==> src/rtl/ring_buffer_running_average_core_assert.svh <==
// ----------------------------------------------------------------------------
// Assertion macros for the ring buffer running average core
// Clocked property wrappers; defining NO_ASSERTIONS compiles them away.
// ----------------------------------------------------------------------------
`ifndef RING_BUFFER_RUNNING_AVERAGE_CORE_ASSERT_SVH
`define RING_BUFFER_RUNNING_AVERAGE_CORE_ASSERT_SVH

`ifndef NO_ASSERTIONS

// Condition holds at every edge outside reset
`define RBAVG_ASSERT(label, clk, rst_n, cond, msg) \
    label: assert property (@(posedge clk) disable iff (!rst_n) (cond)) else $error(msg);

// Antecedent implies consequent in the same cycle
`define RBAVG_ASSERT_IMPL(label, clk, rst_n, ante, cons, msg) \
    label: assert property (@(posedge clk) disable iff (!rst_n) (ante) |-> (cons)) \
        else $error(msg);

// Antecedent implies consequent in the next cycle
`define RBAVG_ASSERT_NEXT(label, clk, rst_n, ante, cons, msg) \
    label: assert property (@(posedge clk) disable iff (!rst_n) (ante) |=> (cons)) \
        else $error(msg);

`else

`define RBAVG_ASSERT(label, clk, rst_n, cond, msg)
`define RBAVG_ASSERT_IMPL(label, clk, rst_n, ante, cons, msg)
`define RBAVG_ASSERT_NEXT(label, clk, rst_n, ante, cons, msg)

`endif

`endif

==> src/rtl/rbavg_pkg.sv <==
// ----------------------------------------------------------------------------
// rbavg_pkg
// Shared types and constants of the ring buffer running average core.
// ----------------------------------------------------------------------------
package rbavg_pkg;

    localparam int DEPTH_DEFAULT = 16;
    localparam int DATA_W        = 32;
    localparam int INDEX_W       = 4;

    localparam logic signed [DATA_W-1:0] EMPTY_MARK = -32'sd1000;

    localparam logic [1:0] OP_ADD   = 2'd0;
    localparam logic [1:0] OP_POP   = 2'd1;
    localparam logic [1:0] OP_QUERY = 2'd2;

    typedef struct packed {
        logic [1:0]               opcode;
        logic signed [DATA_W-1:0] sample;
    } cmd_t;

    typedef struct packed {
        logic signed [DATA_W-1:0] popped_value;
        logic signed [DATA_W-1:0] newest_value;
        logic [INDEX_W-1:0]       newest_index;
        logic signed [DATA_W-1:0] mean_value;
        logic                     mean_valid;
    } res_t;

endpackage

==> src/rtl/rbavg_ram.sv <==
// ----------------------------------------------------------------------------
// rbavg_ram
// Simple dual-port RAM: one write port, one read port, registered read.
// ----------------------------------------------------------------------------
module rbavg_ram #(
    parameter int WIDTH = 32,
    parameter int DEPTH = 16
) (
    input  logic                     clk,
    input  logic                     we,
    input  logic [$clog2(DEPTH)-1:0] waddr,
    input  logic [WIDTH-1:0]         wdata,
    input  logic [$clog2(DEPTH)-1:0] raddr,
    output logic [WIDTH-1:0]         rdata
);

    logic [WIDTH-1:0] mem [DEPTH];

    always_ff @(posedge clk)
    begin
        if (we)
        begin
            mem[waddr] <= wdata;
        end
        rdata <= mem[raddr];
    end

endmodule

==> src/rtl/ring_buffer_running_average_core.sv <==
// ----------------------------------------------------------------------------
// ring_buffer_running_average_core
// Ring of DEPTH signed samples with a running sum, count and truncating mean.
// ----------------------------------------------------------------------------
// Commands: add stores a sample at the write position and advances it; pop
// steps the position back and returns that entry (it stays stored); query
// (and the unused opcode) changes nothing. Each command gives one result with
// the newest entry, its index (low 4 bits) and the mean of all entries other
// than the empty marker -1000. After reset the block sweeps the sample RAM to
// the marker, one entry per cycle, before cmd_ready rises. A command then
// goes from transfer through the RAM lookup, a setup step and the divider to
// the result: the mean comes from a one-bit-per-cycle restoring divider over
// the SUM_W-bit running sum, and pop needs a second RAM read. With no live
// entry the divider is skipped. cmd_ready rises together with res_valid when
// the result is loaded; if the previous result is still waiting, the new
// one is held back until that one is taken. A finished result waits in the
// output register while the next command is taken.
// ----------------------------------------------------------------------------
`include "ring_buffer_running_average_core_assert.svh"

module ring_buffer_running_average_core #(
    parameter int DEPTH = rbavg_pkg::DEPTH_DEFAULT
) (
    input  logic            clk,
    input  logic            rst_n,
    input  logic            cmd_valid,
    output logic            cmd_ready,
    input  rbavg_pkg::cmd_t cmd,
    output logic            res_valid,
    input  logic            res_ready,
    output rbavg_pkg::res_t res
);

    import rbavg_pkg::*;

    localparam int AW     = $clog2(DEPTH);
    localparam int CNT_W  = $clog2(DEPTH + 1);
    localparam int SUM_W  = DATA_W + AW + 1;
    localparam int STEP_W = $clog2(SUM_W);

    localparam logic [AW-1:0]     LAST_POS  = AW'(DEPTH - 1);
    localparam logic [STEP_W-1:0] LAST_STEP = STEP_W'(SUM_W - 1);

    typedef enum logic [2:0] {
        ST_CLEAR,
        ST_IDLE,
        ST_LOOK,
        ST_LOOK2,
        ST_SETUP,
        ST_DIV,
        ST_DONE
    } state_t;

    function automatic logic [AW-1:0] ring_prev(input logic [AW-1:0] p);
        return (p == '0) ? LAST_POS : p - AW'(1);
    endfunction

    state_t                    state_reg, state_next;
    logic [AW-1:0]             clr_reg, clr_next;
    logic [AW-1:0]             wp_reg, wp_next;
    logic signed [SUM_W-1:0]   sum_reg, sum_next;
    logic [CNT_W-1:0]          cnt_reg, cnt_next;
    logic [1:0]                op_reg, op_next;
    logic signed [DATA_W-1:0]  sample_reg, sample_next;
    logic signed [DATA_W-1:0]  popped_reg, popped_next;
    logic signed [DATA_W-1:0]  newest_reg, newest_next;
    logic [AW-1:0]             idx_reg, idx_next;
    logic                      neg_reg, neg_next;
    logic                      mvalid_reg, mvalid_next;
    logic [SUM_W-1:0]          quo_reg, quo_next;
    logic [CNT_W-1:0]          rem_reg, rem_next;
    logic [STEP_W-1:0]         step_reg, step_next;
    res_t                      res_reg, res_next;
    logic                      res_valid_reg, res_valid_next;

    logic                      ram_we;
    logic [AW-1:0]             ram_waddr;
    logic [DATA_W-1:0]         ram_wdata;
    logic [AW-1:0]             ram_raddr;
    logic [DATA_W-1:0]         ram_rdata;

    logic [AW-1:0]             wp_prev;
    logic [AW-1:0]             wp_prev2;
    logic signed [DATA_W-1:0]  old_entry;
    logic [CNT_W:0]            trial;
    logic [SUM_W-1:0]          mean_full;

    assign wp_prev   = ring_prev(wp_reg);
    assign wp_prev2  = ring_prev(wp_prev);
    assign old_entry = signed'(ram_rdata);
    assign trial     = {rem_reg, quo_reg[SUM_W-1]};
    assign mean_full = neg_reg ? (SUM_W'(0) - quo_reg) : quo_reg;

    assign cmd_ready = (state_reg == ST_IDLE);
    assign res_valid = res_valid_reg;
    assign res       = res_reg;

    rbavg_ram #(
        .WIDTH (DATA_W),
        .DEPTH (DEPTH)
    ) u_store (
        .clk   (clk),
        .we    (ram_we),
        .waddr (ram_waddr),
        .wdata (ram_wdata),
        .raddr (ram_raddr),
        .rdata (ram_rdata)
    );

    always_comb
    begin
        state_next     = state_reg;
        clr_next       = clr_reg;
        wp_next        = wp_reg;
        sum_next       = sum_reg;
        cnt_next       = cnt_reg;
        op_next        = op_reg;
        sample_next    = sample_reg;
        popped_next    = popped_reg;
        newest_next    = newest_reg;
        idx_next       = idx_reg;
        neg_next       = neg_reg;
        mvalid_next    = mvalid_reg;
        quo_next       = quo_reg;
        rem_next       = rem_reg;
        step_next      = step_reg;
        res_next       = res_reg;
        res_valid_next = res_valid_reg && !res_ready;

        ram_we    = 1'b0;
        ram_waddr = wp_reg;
        ram_wdata = sample_reg;
        ram_raddr = wp_prev;

        unique case (state_reg)
            ST_CLEAR:
            begin
                ram_we    = 1'b1;
                ram_waddr = clr_reg;
                ram_wdata = EMPTY_MARK;
                clr_next  = clr_reg + AW'(1);
                if (clr_reg == LAST_POS)
                begin
                    state_next = ST_IDLE;
                end
            end
            ST_IDLE:
            begin
                // add reads the entry it overwrites, the others the newest one
                ram_raddr = (cmd.opcode == OP_ADD) ? wp_reg : wp_prev;
                if (cmd_valid)
                begin
                    op_next     = cmd.opcode;
                    sample_next = cmd.sample;
                    state_next  = ST_LOOK;
                end
            end
            ST_LOOK:
            begin
                popped_next = '0;
                state_next  = ST_SETUP;
                case (op_reg)
                    OP_ADD:
                    begin
                        ram_we    = 1'b1;
                        ram_waddr = wp_reg;
                        ram_wdata = sample_reg;
                        sum_next  = sum_reg
                                  - ((old_entry != EMPTY_MARK) ? SUM_W'(old_entry) : '0)
                                  + ((sample_reg != EMPTY_MARK) ? SUM_W'(sample_reg) : '0);
                        cnt_next  = cnt_reg
                                  - ((old_entry != EMPTY_MARK) ? CNT_W'(1) : '0)
                                  + ((sample_reg != EMPTY_MARK) ? CNT_W'(1) : '0);
                        wp_next     = (wp_reg == LAST_POS) ? '0 : wp_reg + AW'(1);
                        newest_next = sample_reg;
                        idx_next    = wp_reg;
                    end
                    OP_POP:
                    begin
                        popped_next = old_entry;
                        wp_next     = wp_prev;
                        ram_raddr   = wp_prev2;
                        idx_next    = wp_prev2;
                        state_next  = ST_LOOK2;
                    end
                    default:
                    begin
                        newest_next = old_entry;
                        idx_next    = wp_prev;
                    end
                endcase
            end
            ST_LOOK2:
            begin
                newest_next = old_entry;
                state_next  = ST_SETUP;
            end
            ST_SETUP:
            begin
                rem_next  = '0;
                step_next = '0;
                if (cnt_reg == '0)
                begin
                    neg_next    = 1'b0;
                    quo_next    = '0;
                    mvalid_next = 1'b0;
                    state_next  = ST_DONE;
                end
                else
                begin
                    neg_next    = sum_reg[SUM_W-1];
                    quo_next    = sum_reg[SUM_W-1] ? unsigned'(-sum_reg) : unsigned'(sum_reg);
                    mvalid_next = 1'b1;
                    state_next  = ST_DIV;
                end
            end
            ST_DIV:
            begin
                // restoring division of |sum| by count, one quotient bit a cycle
                if (trial >= {1'b0, cnt_reg})
                begin
                    rem_next = CNT_W'(trial - {1'b0, cnt_reg});
                    quo_next = {quo_reg[SUM_W-2:0], 1'b1};
                end
                else
                begin
                    rem_next = trial[CNT_W-1:0];
                    quo_next = {quo_reg[SUM_W-2:0], 1'b0};
                end
                step_next = step_reg + STEP_W'(1);
                if (step_reg == LAST_STEP)
                begin
                    state_next = ST_DONE;
                end
            end
            ST_DONE:
            begin
                if (!res_valid_reg || res_ready)
                begin
                    res_next.popped_value = popped_reg;
                    res_next.newest_value = newest_reg;
                    res_next.newest_index = INDEX_W'(idx_reg);
                    res_next.mean_value   = signed'(mean_full[DATA_W-1:0]);
                    res_next.mean_valid   = mvalid_reg;
                    res_valid_next        = 1'b1;
                    state_next            = ST_IDLE;
                end
            end
            default:
            begin
                state_next = ST_CLEAR;
            end
        endcase
    end

    always_ff @(posedge clk or negedge rst_n)
    begin
        if (!rst_n)
        begin
            state_reg     <= ST_CLEAR;
            clr_reg       <= '0;
            wp_reg        <= '0;
            sum_reg       <= '0;
            cnt_reg       <= '0;
            op_reg        <= OP_QUERY;
            sample_reg    <= '0;
            popped_reg    <= '0;
            newest_reg    <= '0;
            idx_reg       <= '0;
            neg_reg       <= 1'b0;
            mvalid_reg    <= 1'b0;
            quo_reg       <= '0;
            rem_reg       <= '0;
            step_reg      <= '0;
            res_reg       <= '0;
            res_valid_reg <= 1'b0;
        end
        else
        begin
            state_reg     <= state_next;
            clr_reg       <= clr_next;
            wp_reg        <= wp_next;
            sum_reg       <= sum_next;
            cnt_reg       <= cnt_next;
            op_reg        <= op_next;
            sample_reg    <= sample_next;
            popped_reg    <= popped_next;
            newest_reg    <= newest_next;
            idx_reg       <= idx_next;
            neg_reg       <= neg_next;
            mvalid_reg    <= mvalid_next;
            quo_reg       <= quo_next;
            rem_reg       <= rem_next;
            step_reg      <= step_next;
            res_reg       <= res_next;
            res_valid_reg <= res_valid_next;
        end
    end

    `RBAVG_ASSERT(a_cnt_range, clk, rst_n, cnt_reg <= CNT_W'(DEPTH), "valid count above depth")
    `RBAVG_ASSERT(a_wp_range, clk, rst_n, wp_reg <= LAST_POS, "write position out of ring")
    `RBAVG_ASSERT_IMPL(a_empty_sum, clk, rst_n, cnt_reg == '0, sum_reg == '0, "sum with no entries")
    `RBAVG_ASSERT_NEXT(a_take_look, clk, rst_n, cmd_valid && cmd_ready, state_reg == ST_LOOK, "no lookup")

endmodule
==> config.mk <==
export PLATFORM = sky130hd
export DESIGN_NAME = ring_buffer_running_average_core
export DESIGN_NICKNAME = d
export VERILOG_FILES = /design/src/rtl/rbavg_pkg.sv /design/src/rtl/rbavg_ram.sv /design/src/rtl/ring_buffer_running_average_core.sv
export VERILOG_INCLUDE_DIRS = /design/src /design/src/rtl
export SDC_FILE = /design/constraint.sdc
export NUM_CORES = 1
export LEC_CHECK = 0
export BUFFER_PORTS_ARGS = -buffer_cell sky130_fd_sc_hd__buf_4
export CORE_MARGIN = 2
export CORE_UTILIZATION = 50
export CTS_CLUSTER_SIZE = 30
export DETAILED_ROUTE_END_ITERATION = 6
export GPL_TIMING_DRIVEN = 0
export PLACE_DENSITY = 0.65
export SLEW_MARGIN = 15
export SYNTH_ARGS = -nofsm -noshare
export SYNTH_HDL_FRONTEND = slang
export SYNTH_HIERARCHICAL = 1
export SYNTH_SLANG_ARGS = --single-unit
==> constraint.sdc <==
create_clock -name clk -period 5.6 [get_ports clk]
set_clock_uncertainty 0.1 [all_clocks]
set_input_delay 0 -clock clk [delete_from_list [all_inputs] [get_ports clk]]
set_output_delay 0 -clock clk [all_outputs]
set_load 0.05 [all_outputs]
---- Word level (Yosys, flattened, before mapping) ----
Memory sizes are Yosys's and may differ from the RTL's. A register that Yosys moved wholly into a read port is not among the register bits.
Index checks and enable logic that the tools add are counted.
word-level totals
  register bits ........................... 307
  bits in writable memories ............... 512
  input port bits ......................... 38
  output and inout port bits .............. 103
  logic and storage cells ................. 111
  memories ................................ 1
memory list
  name         depth  width  read ports  clocked after memory_dff  write ports  line             RTL
  u_store.mem  16     32     1           1                         1            rbavg_ram.sv:17  logic [WIDTH-1:0] mem [DEPTH];
operators by class
  add/sub/neg operators ................... 12
  order comparisons ....................... 1
  eq/ne operators ......................... 17
  multiplexer cells ....................... 40
  reduce and logical (&&, ||, !) cells .... 19
operators with widths
  operator                 count
  $mux W37                 4
  $pmux W32 S2             2
  $mux W32                 3
  $pmux W37 S2             1
  $ne A32 B11 Y1 const B   2
  $add A37 B37 Y37         1
  $neg A37 Y37             1
  $sub A37 B37 Y37         1
  $sub A1 B32 Y32 const A  1
  $mux W4                  6
  $pmux W4 S2              3
  $pmux W3 S7              1
  $mux W3                  5
  $pmux W6 S2              1
  $mux W1                  10
  $ne A2 B2 Y1 const B     5
  $pmux W5 S2              1
  $reduce_and A2 Y1        5
  $eq A3 B3 Y1 const B     3
  $add A4 B1 Y4 const B    2
  $eq A4 B4 Y1 const B     2
  $logic_not A4 Y1         2
  $sub A4 B1 Y4 const B    2
  $add A6 B1 Y6 const B    1
  19 further kinds         24

---- Depth between registers and ports, before layout ----
Gate-level depths: netlist (run 1).
  word-level depth ........................ 6
  gate-level depth with buffers ........... 18
  depth with buffers taken out ............ 16

---- Cells and area by module ----
The synthesis (run 1) kept the hierarchy.
modules (own cells, without submodules)
  module                            instances  cells an instance  area each (um2)  seq. area each (um2)
  rbavg_ram                         1          838                19835.3          16015.4
  ring_buffer_running_average_core  1          1907               17795.8          7683.6

---- Worst setup path after synthesis (run 1) ----
OpenSTA, ideal clock, no wires.
  path type ............................... register -> register
  start point ............................. register state_reg[2]
  end point ............................... memory u_store.mem[0][0], enable pin
  library setup time ...................... 0.461 ns
  data arrival time ....................... 4.306 ns
  data required time ...................... 5.039 ns
  path slack .............................. 0.733 ns
  cell stages (with the launch flop) ...... 7
  buffers on the path ..................... 2
  period minus slack after synthesis ...... 4.867 ns
  cells stage by stage .................... dfrtp_1 > clkbuf_1 > nor3_1 > clkbuf_1 > o21ai_0 > or3b_2 > nor3_1
on the way
  elaborated cells between the ends (all ways) .. 6
  those cells by class .................... eq/ne: 1; mux: 4; reduce/logical: 1
RTL lines
  what                    line                                     RTL
  start, declared         ring_buffer_running_average_core.sv:58   state_t state_reg, state_next;
  start signal, assigned  ring_buffer_running_average_core.sv:280  state_reg <= state_next;
  $logic_not A3 Y1        ring_buffer_running_average_core.sv:135  unique case (state_reg)
  $mux W4                 n/a
  via ram_waddr[2]        ring_buffer_running_average_core.sv:77   logic [AW-1:0] ram_waddr;
  end, declared           rbavg_ram.sv:17
The timed path passes the listed nets, and every way through them passes these cells.

---- Worst setup path after layout (run 1) ----
  start point ............................. register sample_reg[17]
  end point ............................... register sum_reg[29]
on the way
  cells in the longest elaborated chain, start to end .. 3
RTL lines
  what                    line                                     RTL
  start, declared         ring_buffer_running_average_core.sv:64   logic signed [DATA_W-1:0] sample_reg, sample_next;
  start signal, assigned  ring_buffer_running_average_core.sv:286  sample_reg <= sample_next;
  $ne A32 B11 Y1          ring_buffer_running_average_core.sv:170  + ((sample_reg != EMPTY_MARK) ? SUM_W'(sample_reg) : '0);
  $mux W37 (*)            ring_buffer_running_average_core.sv:170
  $add A37 B37 Y37 (*)    ring_buffer_running_average_core.sv:170
  end signal, assigned    ring_buffer_running_average_core.sv:283  sum_reg <= sum_next;
  end, declared           ring_buffer_running_average_core.sv:61   logic signed [SUM_W-1:0] sum_reg, sum_next;
Mark *: on every way between the ends. The rest lies on a longest branch, timed or not.
A chain may end at the register's enable or synchronous reset.

==> results of run 1 <==
==> critical path: stages (launching register included) <==
cell       delay (ns)
dfrtp_1          0.60
nand4_1          0.21
nor4_2           0.50
nand4_1          0.30
nand2_1          0.17
fa_1             0.42
inv_1            0.07
ha_1             0.20
o21ai_0          0.13
o21ai_0          0.35
nand4_1          0.27
a2111oi_1        0.60
o21ai_0          0.28
o21ai_1          0.42
a31oi_1          0.17
xor2_1           0.21
o21ai_0          0.11
==> final cells by class <==
| cell class | count | area (sq um) | area share [%] |
|---|---|---|---|
| buffer | 154 | 620.6 | 1.401 |
| sequential | 851 | 23700 | 53.50 |
| clock inverter | 51 | 515.5 | 1.164 |
| multi-input combinational | 1596 | 12900 | 29.13 |
| timing repair buffer | 228 | 2326 | 5.251 |
| antenna | 2 | 5.005 | 0.01130 |
| inverter | 144 | 540.5 | 1.220 |
| clock buffer | 119 | 2471 | 5.579 |
| tap | 969 | 1212 | 2.737 |
==> cell families (layout without fill, tap and decap cells) <==
family	after synthesis	count (layout)	synth area share (%)
AO/OA/AOI/OAI	466	466	7.621
XOR/XNOR	109	109	2.537
adder cells (fa/ha/maj)	98	98	4.016
buffers and inverters	298	696	3.085
flip-flops	851	851	62.98
multiplexers	267	267	11.72
other	0	2	0
AND/OR/NAND/NOR	656	656	8.046
==> stage by stage <==
step / utilization [%] / hold WS [ns] / std cells / setup slack, ns / area (sq um)
2_1_floorplan: - / -0.3956 / 2745 / 0.7335 / 37630
3_3_place_gp: 53.59 / 0.1257 / 3854 / -2.428 / 39890
3_5_place_dp: 54.81 / -0.1836 / 3895 / -0.5578 / 40800
4_1_cts: 59.47 / 0.002678 / 4111 / 0.1650 / 44270
5_1_grt: 59.49 / 0.01703 / 4112 / 0.03577 / 44290
6_report: 59.50 / 0.02746 / 4114 / 0.3054 / 44290
==> cells in the final DEF, fill, tap and decap left out, types with 57 or more instances in the layout <==
cell type	netlist	layout
a21oi_1	107	107
a22oi_1	79	79
buf_4	9	162
clkbuf_1	109	127
clkbuf_16	0	90
dfrtp_1	306	306
edfxtp_1	512	512
ha_1	60	60
inv_1	144	144
mux2_2	104	104
mux4_2	128	128
nand2_1	288	288
nor2_1	132	120
o21ai_0	164	163
xnor2_1	57	57
==> cell usage after synthesis, types with 18 or more instances <==
library cell,count,area (sq um)
a21oi_1,107,535.5
a221oi_1,18,157.7
a22oi_1,79,593.1
and2_1,33,206.5
buf_1,29,108.9
clkbuf_1,109,409.1
dfrtp_1,306,7657
dfxtp_1,32,640.6
edfxtp_1,512,15370
fa_1,38,760.7
ha_1,60,750.7
inv_1,144,540.5
mux2_2,104,1171
mux2i_1,34,340.3
mux4_2,128,2883
nand2_1,288,1081
nand3_1,51,255.2
nor2_1,132,495.5
nor3_1,30,150.1
o21ai_0,164,820.8
o31ai_1,25,187.7
or2_2,26,162.7
xnor2_1,57,499.2
xor2_1,52,455.4
==> routing by layer <==
| metal | vias up | part of all wire [%] | track usage, % |
|---|---|---|---|
| li1 | 10736 | - | - |
| met3 | 191 | 7.4 | 4.550 |
| met1 | 12359 | 40 | 34.72 |
| met4 | 0 | 3.5 | 9.785 |
| met2 | 992 | 49 | 44.00 |
| met5 | - | 0 | 0 |
==> repair_timing <==
item	CTS	global route
hold buffers	45	0
pin swaps	1	1
setup endpoints to repair	7	3
setup buffers	1	1
hold endpoints to repair	345	0
resized for setup	3	2
==> worst max path at each step <==
stage	start	to
final	sample_reg[17]	sum_reg[29]
after global routing	sample_reg[19]	sum_reg[28]
after CTS	sample_reg[22]	sum_reg[29]
after detailed placement	u_store/rdata[20]	sum_reg[29]
after global placement	state_reg[2]	u_store/mem[0][22]
after floorplan	state_reg[2]	u_store/mem[0][0]
==> impl_metrics.py, run 1 <==
metrics = {
    "hold_path": {
        "hold-path-cell-count": 4,
        "hp-class": "input pin to register",
        "holdCritStartpoint": "cmd[6]",
        "hold_end": "sample_reg[6]",
    },
    "worst_setup_path": {
        "crit_type": "register to register",
        "cp.required_ns": 6.00,
        "startpoint_type": "register",
        "reg2reg_depth": 16,
        "worstReg2RegEnd": "sum_reg[29]",
        "r2r-start": "sample_reg[17]",
        "setup.worst_path.end_class": "register",
        "r2r_slack_ns": 0.31,
        "cp.arrival_ns": 5.69,
        "crit_path_max_fanout": 6,
    },
    "floorplan": {
        "die_height_um": 278.3,
        "rows": 100,
        "initial_core_util_pct": 50.55,
        "die_x_um": 278.3,
        "core-area_sq_mm": 0.07445,
        "dieArea_sq_mm": 0.07747,
        "pin_count": 141,
    },
    "grt": {
        "antenna_found_initial": 0,
        "grt_pass1_vias": 24684,
        "grt_pass1_wl_um": 151700,
        "grtUsageTotal_pct": 26.32,
        "overflow": 0,
        "grt_max_degree": 103,
    },
    "route": {
        "antenna_left": 0,
        "drt_iter0_markers": 2419,
        "wl_per_cell_um": 24.54,
        "dr.pass1.iters": 6,
        "remaining_drc_errors": 0,
        "via_count": 24278,
        "drt_wl_total_um": 101000,
        "viasPerCell": 5.901,
    },
    "cts": {
        "cts_buffers": 90,
        "h-tree-depth": 3,
        "clock-sinks": 851,
        "clk_latency_ns": 0.66,
        "clk_path_buf_depth": 3,
        "root_buffer": "clkbuf_16",
        "path_clk_slew_ns": 0.06,
        "cts_tree": "built",
    },
    "placed_design": {
        "hpwl_um": 72840,
        "port-buffer-count": 140,
        "routabilityCongestion": 0.9246,
    },
    "timing": {
        "fin_crit_ns": 5.295,
        "rsz0062_at_grt": "false",
        "hold_viol": 0,
        "slew_viol_final": 0,
        "timing.final.crit_share_pct": 94.55,
        "clock.fmax_mhz": 188.9,
        "slew_headroom_pct": 21.46,
        "setup_violations": 0,
        "tns_ns": 0,
        "worst-slew-pin-transition_ns": 1.174,
    },
    "finish": {
        "nFillCells": 5622,
        "final_nets": 3201,
        "syn_to_final_growth_pct": 17.71,
        "layout-drive-gt1-share_pct": 19.89,
        "largest_register_ffs": 512,
    },
    "yosys": {
        "post_synth_num_cell_types": 67,
        "syn-num-nets": 2881,
        "synth_edf_count": 512,
        "synthCells": 2745,
        "async_flop_share_pct": 36.08,
        "ys_seq_elements": 851,
        "ys_warn_count": 6,
        "ys_seq_area_share_pct": 62.98,
        "synth_ff_type": "edfxtp_1",
        "synth_area_sq_mm": 0.03763,
        "avgSynthCellArea_sq_um": 13.71,
    },
    "run": {
        "max-cap-violations": 0,
    },
    "run_status": {
        "status": "completed",
    },
}
Power of run 1 is not shown: default switching activity piles up to over one toggle a cycle in this logic, so the estimate is an artifact.
==> inputs of run 2 (changes only) <==
ABC_CLOCK_PERIOD_IN_PS = 6100   (was not set)
clock period = 6.1 ns   (was 5.6 ns; I/O delays follow)
==> impl_metrics.py, run 2 (synthesis gave the netlist of run 1 again) <==
metrics = {
    "route": {
        "via_count": 24051,
        "drt_iter0_markers": 2236,
        "dr.pass1.iters": 5,
        "remaining_drc_errors": 0,
        "wl_per_cell_um": 24.53,
        "antenna_left": 0,
        "drt_wl_total_um": 100800,
        "viasPerCell": 5.850,
    },
    "timing": {
        "hold_viol": 0,
        "slew_viol_final": 0,
        "timing.final.crit_share_pct": 94.51,
        "slew_headroom_pct": 20.37,
        "worst-slew-pin-transition_ns": 1.190,
        "fin_crit_ns": 5.765,
        "rsz0062_at_grt": "false",
        "setup_violations": 0,
        "clock.fmax_mhz": 173.5,
    },
    "hold_path": {
        "holdCritStartpoint": "cmd[21]",
        "hp-class": "input pin to register",
    },
    "placed_design": {
        "place_area_sq_mm": 0.04080,
        "port-buffer-count": 140,
        "hpwl_um": 72840,
        "placed_cells": 3895,
        "routabilityCongestion": 0.9246,
    },
    "grt": {
        "overflow": 0,
        "grt_pass1_vias": 24669,
        "grt_max_degree": 103,
        "antenna_found_initial": 0,
        "grt_pass1_wl_um": 151700,
        "grtUsageTotal_pct": 26.31,
    },
    "floorplan": {
        "dieArea_sq_mm": 0.07747,
        "initial_core_util_pct": 50.55,
        "die_x_um": 278.3,
        "die_height_um": 278.3,
        "core-area_sq_mm": 0.07445,
        "pin_count": 141,
        "rows": 100,
    },
    "worst_setup_path": {
        "r2r_slack_ns": 0.33,
        "setup.worst_path.end_class": "register",
        "reg2reg_depth": 16,
        "cp-startpoint": "u_store/rdata[20]",
        "cp.required_ns": 6.49,
        "crit_path_max_fanout": 7,
        "worstReg2RegEnd": "sum_reg[29]",
        "cp-endpoint": "sum_reg[29]",
        "cp.arrival_ns": 6.16,
        "startpoint_type": "register",
        "r2r-start": "u_store/rdata[20]",
        "crit_type": "register to register",
    },
    "finish": {
        "final_nets": 3199,
        "layoutNonFillerInstCount": 4111,
        "multi_input_area_sq_mm": 0.01289,
        "largest_register_ffs": 512,
        "layout_common_cells": "512 x edfxtp_1, 306 x dfrtp_1, 288 x nand2_1",
        "nFillCells": 5627,
        "syn_to_final_growth_pct": 17.62,
        "post-route-util_pct": 59.45,
        "register_area_sq_mm": 0.02370,
        "layout-drive-gt1-share_pct": 19.80,
        "final_common_cell": "edfxtp_1",
        "final_cell_area_sq_mm": 0.04426,
    },
    "cts": {
        "cts_buffers": 90,
        "cts_setup_buffers": 0,
        "cts_tree": "built",
        "clk_path_buf_depth": 3,
        "path_clk_slew_ns": 0.06,
        "clock-sinks": 851,
        "root_buffer": "clkbuf_16",
        "clk_latency_ns": 0.66,
        "h-tree-depth": 3,
    },
    "run": {
        "max-cap-violations": 0,
    },
    "run_status": {
        "status": "completed",
    },
}
run 2: cell count changes in the layout (fill, tap and decap cells not counted):
cell / previous run / this run
nor4_1: 6 / 7
diode_2: 2 / 1
buf_4: 162 / 160
nor4_4: 1 / 0
run 2: cell type report:
type / instances / area share [%]
inverter: 144 / 1.221
multi-input combinational: 1596 / 29.12
sequential: 851 / 53.54
tap: 969 / 2.739
antenna: 1 / 0.005654
clock buffer: 119 / 5.583
clock inverter: 51 / 1.165
buffer: 154 / 1.402
timing repair buffer: 226 / 5.221
run 2: layer usage:
metal | GRT usage, % | wire (um) | vias to the layer above
li1 | - | - | 10721
met1 | 34.68 | 40920 | 12265
met2 | 44.02 | 49340 | 886
met3 | 4.600 | 7139 | 179
met4 | 9.702 | 3444 | 0
met5 | 0 | 0 | -
run 2: timing repair:
| action | CTS | global route |
|---|---|---|
| cloned | 0 | 0 |
| hold buffers | 45 | 0 |
| endpoints found under the setup margin | 3 | 3 |
| hold endpoints to repair | 345 | 0 |
| gates resized for setup | 1 | 2 |
run 2: how the worst min path moves through the flow:
stage	end	cells after the start
after floorplan	clr_reg[0]	0
after detailed placement	rem_reg[3]	1
after global routing	sample_reg[21]	3
after global placement	sample_reg[6]	3
after CTS	sample_reg[6]	4
final	sample_reg[21]	3
run 2: critical path: stages (launching register included):
cell,delay [ns]
dfxtp_1,0.49
nand4_1,0.19
nor4_2,0.59
nand4_1,0.50
and2_1,0.35
fa_1,0.50
inv_1,0.04
ha_1,0.34
o21ai_0,0.13
o21ai_0,0.34
nand4_1,0.27
a2111oi_1,0.60
o21ai_0,0.28
o21ai_1,0.41
a31oi_1,0.17
xor2_1,0.21
o21ai_0,0.11
run 2: stage by stage:
stage | hold slack (ns) | setup TNS (ns) | setup WS (ns)
after global placement | 0.1257 | -202.86 | -1.928
after detailed placement | -0.1836 | -0.1155 | -0.05776
after floorplan | -0.3956 | 0 | 1.234
after global routing | 0.01702 | 0 | 0.1148
after CTS | 0.002678 | 0 | 0.1990
final | 0.03124 | 0 | 0.3349
Power of run 2 is left out for the same reason.
